<file path="src/hdl/ldpc_enc_ram.sv">
`timescale 1ns / 1ps

module ldpc_enc_ram #(
	parameter int WIDTH = 6,
	parameter int DEPTH = 128
) (
	input  logic                                      clk,
	input  logic                                      we,
	input  logic [(DEPTH > 1 ? $clog2(DEPTH) : 1)-1:0] waddr,
	input  logic [WIDTH-1:0]                          wdata,
	input  logic                                      re,
	input  logic [(DEPTH > 1 ? $clog2(DEPTH) : 1)-1:0] raddr,
	output logic [WIDTH-1:0]                          rdata
);

	logic [WIDTH-1:0] mem [DEPTH];

	always_ff @(posedge clk) begin
		if (we) begin
			mem[waddr] <= wdata;
		end
		if (re) begin
			rdata <= mem[raddr];
		end
	end

endmodule

</file>
<file path="config.mk">
export PLATFORM = sky130hd
export DESIGN_NAME = ldpc_enc_ram
export DESIGN_NICKNAME = d
export VERILOG_FILES = /design/src/hdl/ldpc_enc_ram.sv
export SDC_FILE = /design/constraint.sdc
export NUM_CORES = 1
export LEC_CHECK = 0
export BUFFER_PORTS_ARGS = -buffer_cell sky130_fd_sc_hd__buf_2
export CAP_MARGIN = 20
export CORE_AREA = 4 4 250 252
export DETAILED_ROUTE_END_ITERATION = 6
export DIE_AREA = 0 0 254 256
export GPL_TIMING_DRIVEN = 0
export PLACE_DENSITY_LB_ADDON = 0.25
export SYNTH_ARGS = -nofsm -noshare
export SYNTH_HDL_FRONTEND = slang
export SYNTH_SLANG_ARGS = --single-unit
</file>
<file path="constraint.sdc">
create_clock -name clk -period 3 [get_ports clk]
set_input_delay 0.15 -clock clk [delete_from_list [all_inputs] [get_ports clk]]
set_output_delay 0.15 -clock clk [all_outputs]
set_load 0.005 [all_outputs]
</file>
; Word-level counts from Yosys, hierarchy flattened
; Memories as Yosys holds them, arrays and structs flattened. A register that Yosys moved wholly into a read port is not among the register bits.
; Cells that the tools add are included.
[totals]
input_bits = 23
word_cells = 3
out_inout_bits = 6
latchBits = 0
rom_bits = 0
mem_bits_rw = 768
ff_bits = 0
mem_count = 1
[mem_list]
columns = name, depth, word_bits, read_ports, rd_clocked_by_memory_dff, write_ports, line
row1 = mem, 128, 6, 1, 1, 1, 16  ; logic [WIDTH-1:0] mem [DEPTH];
[op_classes]
reduce_logical = 0
n_lt_le_gt_ge = 0
n_div = 0
bitwise = 0
n_addsub = 0
multipliers = 0
eq_ne = 0
shift = 0
mux = 2
[ops]
columns = cell, count
row1 = 2-to-1 mux 1 bit, 2

; Depth between registers and ports, before layout
; Gate-level depths: netlist (run 1).
[depth]
ltp_word = 2
mapped_depth = 7

; Worst setup path after synthesis (run 1)
; No wires, ideal clock.
[synth_timing]
path_kind = input to register
start = input raddr[0] (netlist name)
end = register rdata[0], read port of mem, data pin
path_slack_ns = 0.265
t_arrival_ns = 2.475
cell_stages = 6
path_buffers = 2
cell_sequence = clkbuf_1 clkbuf_1 mux4_2 mux4_2 mux4_2 mux2_2
[synth_lines]
columns = item, line
row1 = from (decl), 12  ; input logic [(DEPTH > 1 ? $clog2(DEPTH) : 1)-1:0] raddr,
row2 = to (decl), 13  ; output logic [WIDTH-1:0] rdata

==> results.yml, run 1 <==
status:
  status: "complete, but fails checks"
  violations: "negative setup slack"
sta:
  relSlewSlack_pct: 25.6
  maxSlewViolCount: 0
  hold_violations: 0
  fin_worst_skew_ns: 0.0231
  finalSetupViolCount: 3
  rsz0062_at_grt: "no"
  finalWorstSetupSlack_ns: -0.0512
  period_share_pct: 102
  fin_setup_tns_ns: -0.0805
  tightest_slew_ns: 1.12
  fmax_mhz: 328
  period_needed_ns: 3.05
route:
  viasPerCell: 6.20
  routed_wl_um: 68800
  drc: 0
  routedWlPerCell_um: 30.8
  postRouteAntennaNets: 0
  drt_iter0_markers: 1563
  first_pass_iters: 5
  vias: 13800
placement:
  placed_cells: 2084
  io_buffers: 19
  dp_hpwl_um: 45700
  gp_congestion: 0.832
global_routing:
  grt_max_degree: 97
  grt_pass1_wl_um: 99500
  grt_antenna_before_repair: 11
  track_usage_pct: 21.6
  grt_pass1_vias: 14000
  overflow: 0
logic_synthesis:
  yosysWarnings: 0
  seq_area_frac_synth_pct: 77.5
  synth_area_leaders: "edfxtp_1, mux4_2, nor2_1"
  syn_area_mm2: 0.0300
  synth_area_leader_cell: "edfxtp_1"
  synthesis.nets: 1294
  avgSynthCellArea_um2: 23.6
  ys_ff_latch: 774
  synthDistinctLibCells: 15
  syn-instance-count: 1271
  synth_top_area_share_pct: 77.5
worst_setup_path:
  path_max_fanout: 10
  critPathSlowestCell: "buf_1"
  critPathCaptureType: "register"
  worst_ep_arrival_time_ns: 3.38
  critical-path-top-delay-family: "multiplexers"
  start_kind: "input pin"
  cp_common_cell: "mux4_2"
  cp_slowest_stage_delay_ns: 0.89
  cp.buffers_inverters: 2
  worst-setup-path-type: "input pin to register"
  cp.required_ns: 3.33
  crit_chain: "clkbuf_1 -> buf_1 -> mux4_2 -> mux4_2 -> mux4_2 -> mux2_2"
cells_and_area:
  drive_above_1_share_pct: 28.7
  fin_util_pct: 56.1
  final_common_cell: "edfxtp_1"
  multi_input_area_mm2: 0.00644
  syn_to_final_growth_pct: 12.6
  seq_area_mm2: 0.0232
  nNetsFinal: 1409
  layout.cells.non_filler: 2230
  final_cell_mix: "edfxtp_1, mux4_2, nor2_1, clkbuf_16, clkbuf_1"
  n_fill_cell: 4442
pwr:
  seqPwrFrac_pct: 53.7
  powerDensity_mw_per_mm2: 660
  vdd_drop_max_uv: 520
  p_sw_share_pct: 20.3
  leakage_nw: 10.3
  power_frac_clock_pct: 41.1
  netSwitchingPower_mw: 4.53
  p_comb_share_pct: 5.2
  p_int_mw: 17.8
clock_tree:
  cts-buffers-inserted: 77
  cts_tree: "done"
  clk_path_buf_depth: 3
  clock_latency_ns: 0.61
  cts_max_level: 3
  ctsRootBufferMaster: "clkbuf_16"
  clk_pin_slew_ns: 0.06
  cts_num_sinks: 774
job:
  drv_cap: 0
die:
  die_x_um: 254
  die_h_um: 256
  core_area_mm2: 0.0601
  rows: 90
  initial_utilization_pct: 49.9
  dieArea_mm2: 0.0650
  pin_count: 29
worst_hold_path:
  hp-class: "input pin to register"
==> cell usage after synthesis <==
master / n
buf_1: 17
buf_2: 16
buf_4: 6
clkbuf_1: 30
edfxtp_1: 774
mux2_2: 6
mux4_2: 252
nand2_1: 14
nand2b_1: 2
nand3_1: 12
nand4_1: 3
nor2_1: 122
nor2b_1: 7
nor3_1: 9
or3_1: 1
==> worst paths after layout <==
kind,startpoint,endpoint,slack [ns],depth (start not counted)
setup / recovery,raddr[2],rdata[4],-0.05,6
hold reg to reg,mem[100][1],rdata[1],1.31,4
setup reg to reg,mem[127][2],rdata[2],0.44,4
hold / removal,wdata[2],mem[64][2],0.08,1
==> per-layer routing <==
metal	vias to the layer above	GRT usage (%)	routed length [um]
li1	5657	-	-
met1	7417	31.1	27500
met2	629	33.0	32900
met3	119	6.43	6450
met4	10	5.49	1870
met5	-	0	58
==> metrics by stage <==
stage / hold WS (ns) / area (um^2) / setup WS (ns) / power [mW]
floorplan: 0.249 / 30000 / 0.265 / 12.8
global placement: 0.443 / 31100 / -0.845 / 13.3
detailed placement: 0.455 / 31300 / -0.930 / 13.4
CTS: 0.0671 / 33700 / 0.0437 / 22.4
global route: 0.0824 / 33700 / 0.00160 / 23.0
finish: 0.0818 / 33800 / -0.0512 / 22.3
==> power groups by stage <==
stage	Combinational [mW]	Sequential, mW	Clock (mW)
3_5_place_dp	1.17	12.2	0
2_1_floorplan	0.611	12.2	0
6_report	1.17	12.0	9.16
3_3_place_gp	1.11	12.2	0
4_1_cts	1.17	12.0	9.30
5_1_grt	1.23	12.0	9.78
==> cell type report <==
cell class	count	share of cell area (%)
repair buffers	36	1.21
plain buffers	69	0.897
diodes	6	0.0445
clock inverters	34	0.927
flip-flops and latches	774	68.8
well taps	782	2.90
multi-input cells	428	19.1
clock buffers	101	6.10
==> worst register-to-register path: cells and delay by family, from the launching register on <==
family  cells  cell delay (ns)
mux         4             1.93
flops       1             0.37
==> registers in the layout, summed over array words and instances, names as in the netlist <==
register and flops:
rdata 6, mem 768
==> kinds of logic (layout without fill, tap and decap cells) <==
| logic type | after synthesis | count (layout) | synth area share, % |
|---|---|---|---|
| buf+inv | 69 | 240 | 1.01 |
| flops | 774 | 774 | 77.5 |
| mux | 258 | 258 | 19.2 |
| other cells | 0 | 6 | 0 |
| simple gates | 170 | 170 | 2.32 |
==> what timing repair did <==
item / CTS / global route
endpoints found under the hold margin: 32 / 0
pin swaps: 0 / 0
hold buffers: 2 / 0
endpoints found under the setup margin: 6 / 1
resized for setup: 1 / 1
setup buffers: 0 / 0
No activity file was read; power rests on OpenSTA's default activity.
==> inputs of run 2 (changes only) <==
- ABC_AREA: unset -> 1
- CORE_AREA: 4 4 250 252 -> 4 4 258 260
- DIE_AREA: 0 0 254 256 -> 0 0 262 264
==> run 2 against run 1 <==
  * Cell count increased by 69%
  * Core utilization shrank 0.10 points
  * Die area increased by 6.4%
  * First-iteration DRC count increased by 110%
  * Total power grew 4.2%
  * Critical path depth up 1
  * Sequential share of layout area shrank 4.2 points
  * Largest cell class unchanged
  * Hold slack got worse by 0.046 ns
  * Highest routed layer is now met4
  * The flow now finishes without violations
  * Synthesized cell count increased by 110%
  * Clock power rose by 5.2%
==> results.yml, run 2 <==
cells_and_area:
  largest_register: "mem"
  layout.cells.non_filler: 3768
  fin_area_mm2: 0.0359
  final_cell_mix: "nand2_1, edfxtp_1, nand3_1, nor2_1, buf_2"
  reg_top3: "mem (768), rdata (6)"
  final_common_cell: "nand2_1"
  n_fill_cell: 5231
  syn_to_final_growth_pct: 12.6
  nNetsFinal: 2875
  drive_above_1_share_pct: 9.82
  largest_reg_flops: 768
sta:
  hold_violations: 0
  finalSetupViolCount: 0
  period_share_pct: 72.9
  period_needed_ns: 2.19
  rsz0062_at_grt: "no"
  hold-worst-slack_ns: 0.0358
  fin_setup_tns_ns: 0
  fmax_mhz: 457
  finalWorstSetupSlack_ns: 0.813
  maxSlewViolCount: 0
  relSlewSlack_pct: 37.2
  tightest_slew_ns: 0.938
  fin_worst_skew_ns: 0.0216
logic_synthesis:
  post-synth-top-count-cell: "nand2_1"
  synthesis.nets: 2753
  avgSynthCellArea_um2: 11.7
  synth_top_area_share_pct: 72.8
  yosysWarnings: 0
  synthDistinctLibCells: 14
  synth_commonest_cells: "nand2_1, edfxtp_1, nand3_1"
  synth_edf_count: 774
  synth_area_leaders: "edfxtp_1, nand3_1, nand2_1"
  synth_area_leader_cell: "edfxtp_1"
  ys_ff_latch: 774
  synth_ff_type: "edfxtp_1"
  seq_area_frac_synth_pct: 72.8
  async_flop_share_pct: 0
  syn_area_mm2: 0.0319
  syn-instance-count: 2730
route:
  viasPerCell: 5.85
  first_pass_iters: 6
  drc: 0
  routedWlPerCell_um: 25.3
  vias: 22100
  postRouteAntennaNets: 0
  routed_wl_um: 95500
  drt_iter0_markers: 3268
clock_tree:
  cts_setup_buffers: 0
  cts_tree: "done"
  cts-buffers-inserted: 78
  cts_max_level: 3
  cts_num_sinks: 774
  clk_pin_slew_ns: 0.07
  ctsRootBufferMaster: "clkbuf_16"
  clk_path_buf_depth: 3
  clock_latency_ns: 0.64
job:
  drv_cap: 0
global_routing:
  track_usage_pct: 27.5
  overflow: 0
  grt_max_degree: 86
  grt_pass1_vias: 21000
  grt_pass1_wl_um: 138000
  grt_antenna_before_repair: 1
die:
  die_h_um: 264
  dieArea_mm2: 0.0692
  pin_count: 29
  rows: 93
  core_area_mm2: 0.0641
  initial_utilization_pct: 49.8
  die_x_um: 262
placement:
  io_buffers: 25
  placed_cells: 3620
  dp_hpwl_um: 65800
  gp_congestion: 0.977
  placed_area_mm2: 0.0334
  dp_slack_ns: 0.290
status:
  status: "complete, no violations"
worst_setup_path:
  start_kind: "input pin"
  path_max_fanout: 6
  critPathCaptureType: "register"
  worst-setup-path-type: "input pin to register"
  worst_ep_arrival_time_ns: 2.46
  cp.required_ns: 3.27
pwr:
  vdd_drop_max_uv: 385
  powerDensity_mw_per_mm2: 646
  leakage_nw: 12.8
worst_hold_path:
  hp-class: "input pin to register"
run 2: final cells by class:
type                    instances  area, um^2  area share, %
flip-flops and latches        774       23200           64.7
multi-input cells            1758        7480           20.8
clock buffers                  93        2050           5.71
plain buffers                 174        1090           3.04
well taps                     855        1070           2.98
repair buffers                 42         450           1.25
clock inverters                46         439           1.22
inverters                      24        95.1          0.265
diodes                          2        5.00         0.0139
run 2: path summary, 6_finish.rpt:
check | from | to | slack (ns) | cells past startpoint
max | waddr[1] | mem[106][5] | 0.81 | 7
min | wdata[5] | mem[58][5] | 0.04 | 1
max reg2reg | mem[55][5] | rdata[5] | 1.12 | 10
min reg2reg | mem[0][3] | rdata[3] | 1.08 | 10
run 2: per-stage QoR:
step | util [%] | total power, mW
6_report | 56.0 | 23.2
3_3_place_gp | 51.6 | 13.7
4_1_cts | 56.0 | 23.2
5_1_grt | 56.0 | 23.8
3_5_place_dp | 52.0 | 13.8
2_1_floorplan | - | 13.0
run 2: power by group:
part           total [mW]  internal, mW  switching, mW  leakage, nW
registers            12.0          11.9         0.0122         6.96
clock network        9.64          5.57           4.07         1.22
logic                1.62         0.412           1.20         4.66
total                23.2          17.9           5.29         12.8
run 2: metal layers:
layer	part of all wire, %	wire length (um)	GRT usage, %
met5	0	0	0
met4	5.3	5070	12.6
met3	11	10100	5.03
met2	45	42800	42.1
met1	39	37600	38.7
run 2: kinds of logic after synthesis:
kind of cell  share of synthesized area (%)
simple gates                           23.5
buf+inv                                3.71
flops                                  72.8
run 2: what timing repair did:
| item | 4_1_cts | 5_1_grt |
|---|---|---|
| hold buffers | 7 | 0 |
| gates resized for setup | 0 | 0 |
| endpoints found under the setup margin | 0 | 0 |
| endpoints found under the hold margin | 188 | 0 |
run 2: critical path, stage by stage:
cell and delay [ns]:
buf_2 0.19, inv_1 0.11, nor3_1 0.40, nand2_1 0.37, clkbuf_1 0.47, buf_8 0.30, nor2_1 0.46
==> inputs of run 3 (changes only) <==
- ABC_AREA: 1 -> 0
- CORE_AREA: 4 4 258 260 -> 4 4 250 252
- DIE_AREA: 0 0 262 264 -> 0 0 254 256
- clock period: 3 -> 2.25 ns (I/O delays scaled with it)
==> run 3 against run 2 <==
  * The flow now finishes with violations (negative setup slack)
  * Design area is 4.9% lower
  * Clock-buffer cell count is 2 higher
  * Highest routed layer is now met5
  * Via count is 38% lower
==> results.yml, run 3 (same netlist as run 1, synthesis figures left out) <==
global_routing:
  grt_pass1_wl_um: 99200
  grt_max_degree: 82
  grt_antenna_before_repair: 10
  overflow: 0
  grt_pass1_vias: 14000
  track_usage_pct: 21.3
worst_setup_path:
  worst-setup-path-type: "register to register"
  path_max_fanout: 1
  cp.required_ns: 2.61
  worst_ep_arrival_time_ns: 2.93
  start_kind: "register"
  critPathCaptureType: "register"
placement:
  placed_area_mm2: 0.0316
  io_buffers: 19
  gp_congestion: 0.811
  dp_hpwl_um: 46400
cells_and_area:
  reg_top3: "mem (768), rdata (6)"
  largest_register: "mem"
  multi_input_area_mm2: 0.00646
  seq_area_mm2: 0.0232
  largest_reg_flops: 768
  nNetsFinal: 1411
  final_cell_mix: "edfxtp_1, mux4_2, nor2_1, clkbuf_16, clkbuf_1"
  n_fill_cell: 4342
  drive_above_1_share_pct: 30.3
  syn_to_final_growth_pct: 13.9
  final_common_cell: "edfxtp_1"
  fin_area_mm2: 0.0342
pwr:
  leakage_nw: 10.5
  power_frac_clock_pct: 41.5
  powerDensity_mw_per_mm2: 879
  p_sw_share_pct: 20.5
  vdd_drop_max_uv: 713
  total_power_mw: 30.0
  p_int_mw: 23.9
  p_comb_share_pct: 5.3
  seqPwrFrac_pct: 53.1
  netSwitchingPower_mw: 6.16
clock_tree:
  clock_latency_ns: 0.61
  cts_max_level: 3
  ctsRootBufferMaster: "clkbuf_16"
  cts_setup_buffers: 0
  cts_num_sinks: 774
  cts_tree: "done"
  cts-buffers-inserted: 77
  clk_path_buf_depth: 3
  clk_pin_slew_ns: 0.07
route:
  first_pass_iters: 5
  vias: 13600
  routedWlPerCell_um: 30.3
  viasPerCell: 6.12
  drt_iter0_markers: 1371
  drc: 0
  routed_wl_um: 67600
  postRouteAntennaNets: 0
sta:
  period_share_pct: 114
  fin_worst_skew_ns: 0.0243
  fmax_mhz: 389
  period_needed_ns: 2.57
  hold_violations: 0
  rsz0062_at_grt: "yes"
  hold-worst-slack_ns: 0.00252
  tightest_slew_ns: 1.07
  finalSetupViolCount: 6
  maxSlewViolCount: 0
  finalWorstSetupSlack_ns: -0.318
  relSlewSlack_pct: 27.8
job:
  drv_cap: 0
die:
  core_area_mm2: 0.0601
  initial_utilization_pct: 49.9
  rows: 90
  die_h_um: 256
  pin_count: 29
  die_x_um: 254
  dieArea_mm2: 0.0650
status:
  violations: "negative setup slack"
  status: "complete, but fails checks"
worst_hold_path:
  hp-class: "input pin to register"
## run 3: final timing paths
| check | start | end | slack, ns | cells after the start |
|---|---|---|---|---|
| setup / recovery | mem[71][2] | rdata[2] | -0.32 | 4 |
| hold / removal | wdata[4] | mem[71][4] | 0.003 | 1 |
| setup reg to reg | mem[71][2] | rdata[2] | -0.32 | 4 |
| hold reg to reg | mem[55][5] | rdata[5] | 1.28 | 4 |
## run 3: final cells by class
class | count | share of cell area [%]
multi-input combinational | 428 | 18.9
sequential | 774 | 68.0
antenna | 1 | 0.00733
clock inverter | 43 | 1.07
tap | 782 | 2.86
clock buffer | 95 | 6.09
buffer | 69 | 1.67
timing repair buffer | 38 | 1.34
## run 3: power groups by stage
stage | logic, mW | registers [mW] | clock network [mW]
floorplan | 0.872 | 16.3 | 0
global placement | 1.52 | 16.3 | 0
detailed placement | 1.60 | 16.3 | 0
CTS | 1.62 | 15.9 | 12.7
global route | 1.69 | 15.9 | 13.3
finish | 1.60 | 16.0 | 12.5
## run 3: critical path, cell delays in order, from the launching register on
cell and delay, ns:
edfxtp_1 0.39, mux4_2 0.53, mux4_2 0.54, mux4_2 0.54, mux2_4 0.31
## run 3: what timing repair did
action,in CTS,in global routing
setup endpoints to repair,6,6
gates resized for setup,17,2
gates cloned,0,0
endpoints found under the hold margin,29,0
hold buffers,2,0
## run 3: through the flow
| stage | setup slack, ns | utilization [%] | std cells | setup TNS, ns |
|---|---|---|---|---|
| CTS | -0.321 | 56.7 | 2226 | -1.71 |
| global route | -0.332 | 56.8 | 2230 | -1.75 |
| detailed placement | -1.38 | 52.6 | 2086 | -84.81 |
| floorplan | -0.197 | - | 1271 | -1.18 |
| global placement | -1.39 | 52.1 | 2072 | -186.71 |
| finish | -0.318 | 56.8 | 2230 | -1.63 |
## run 3: metal layers
layer	wire length, um	track usage [%]
met2	32800	32.9
met4	2070	6.83
met3	5970	5.93
met5	58	0
met1	26800	29.9
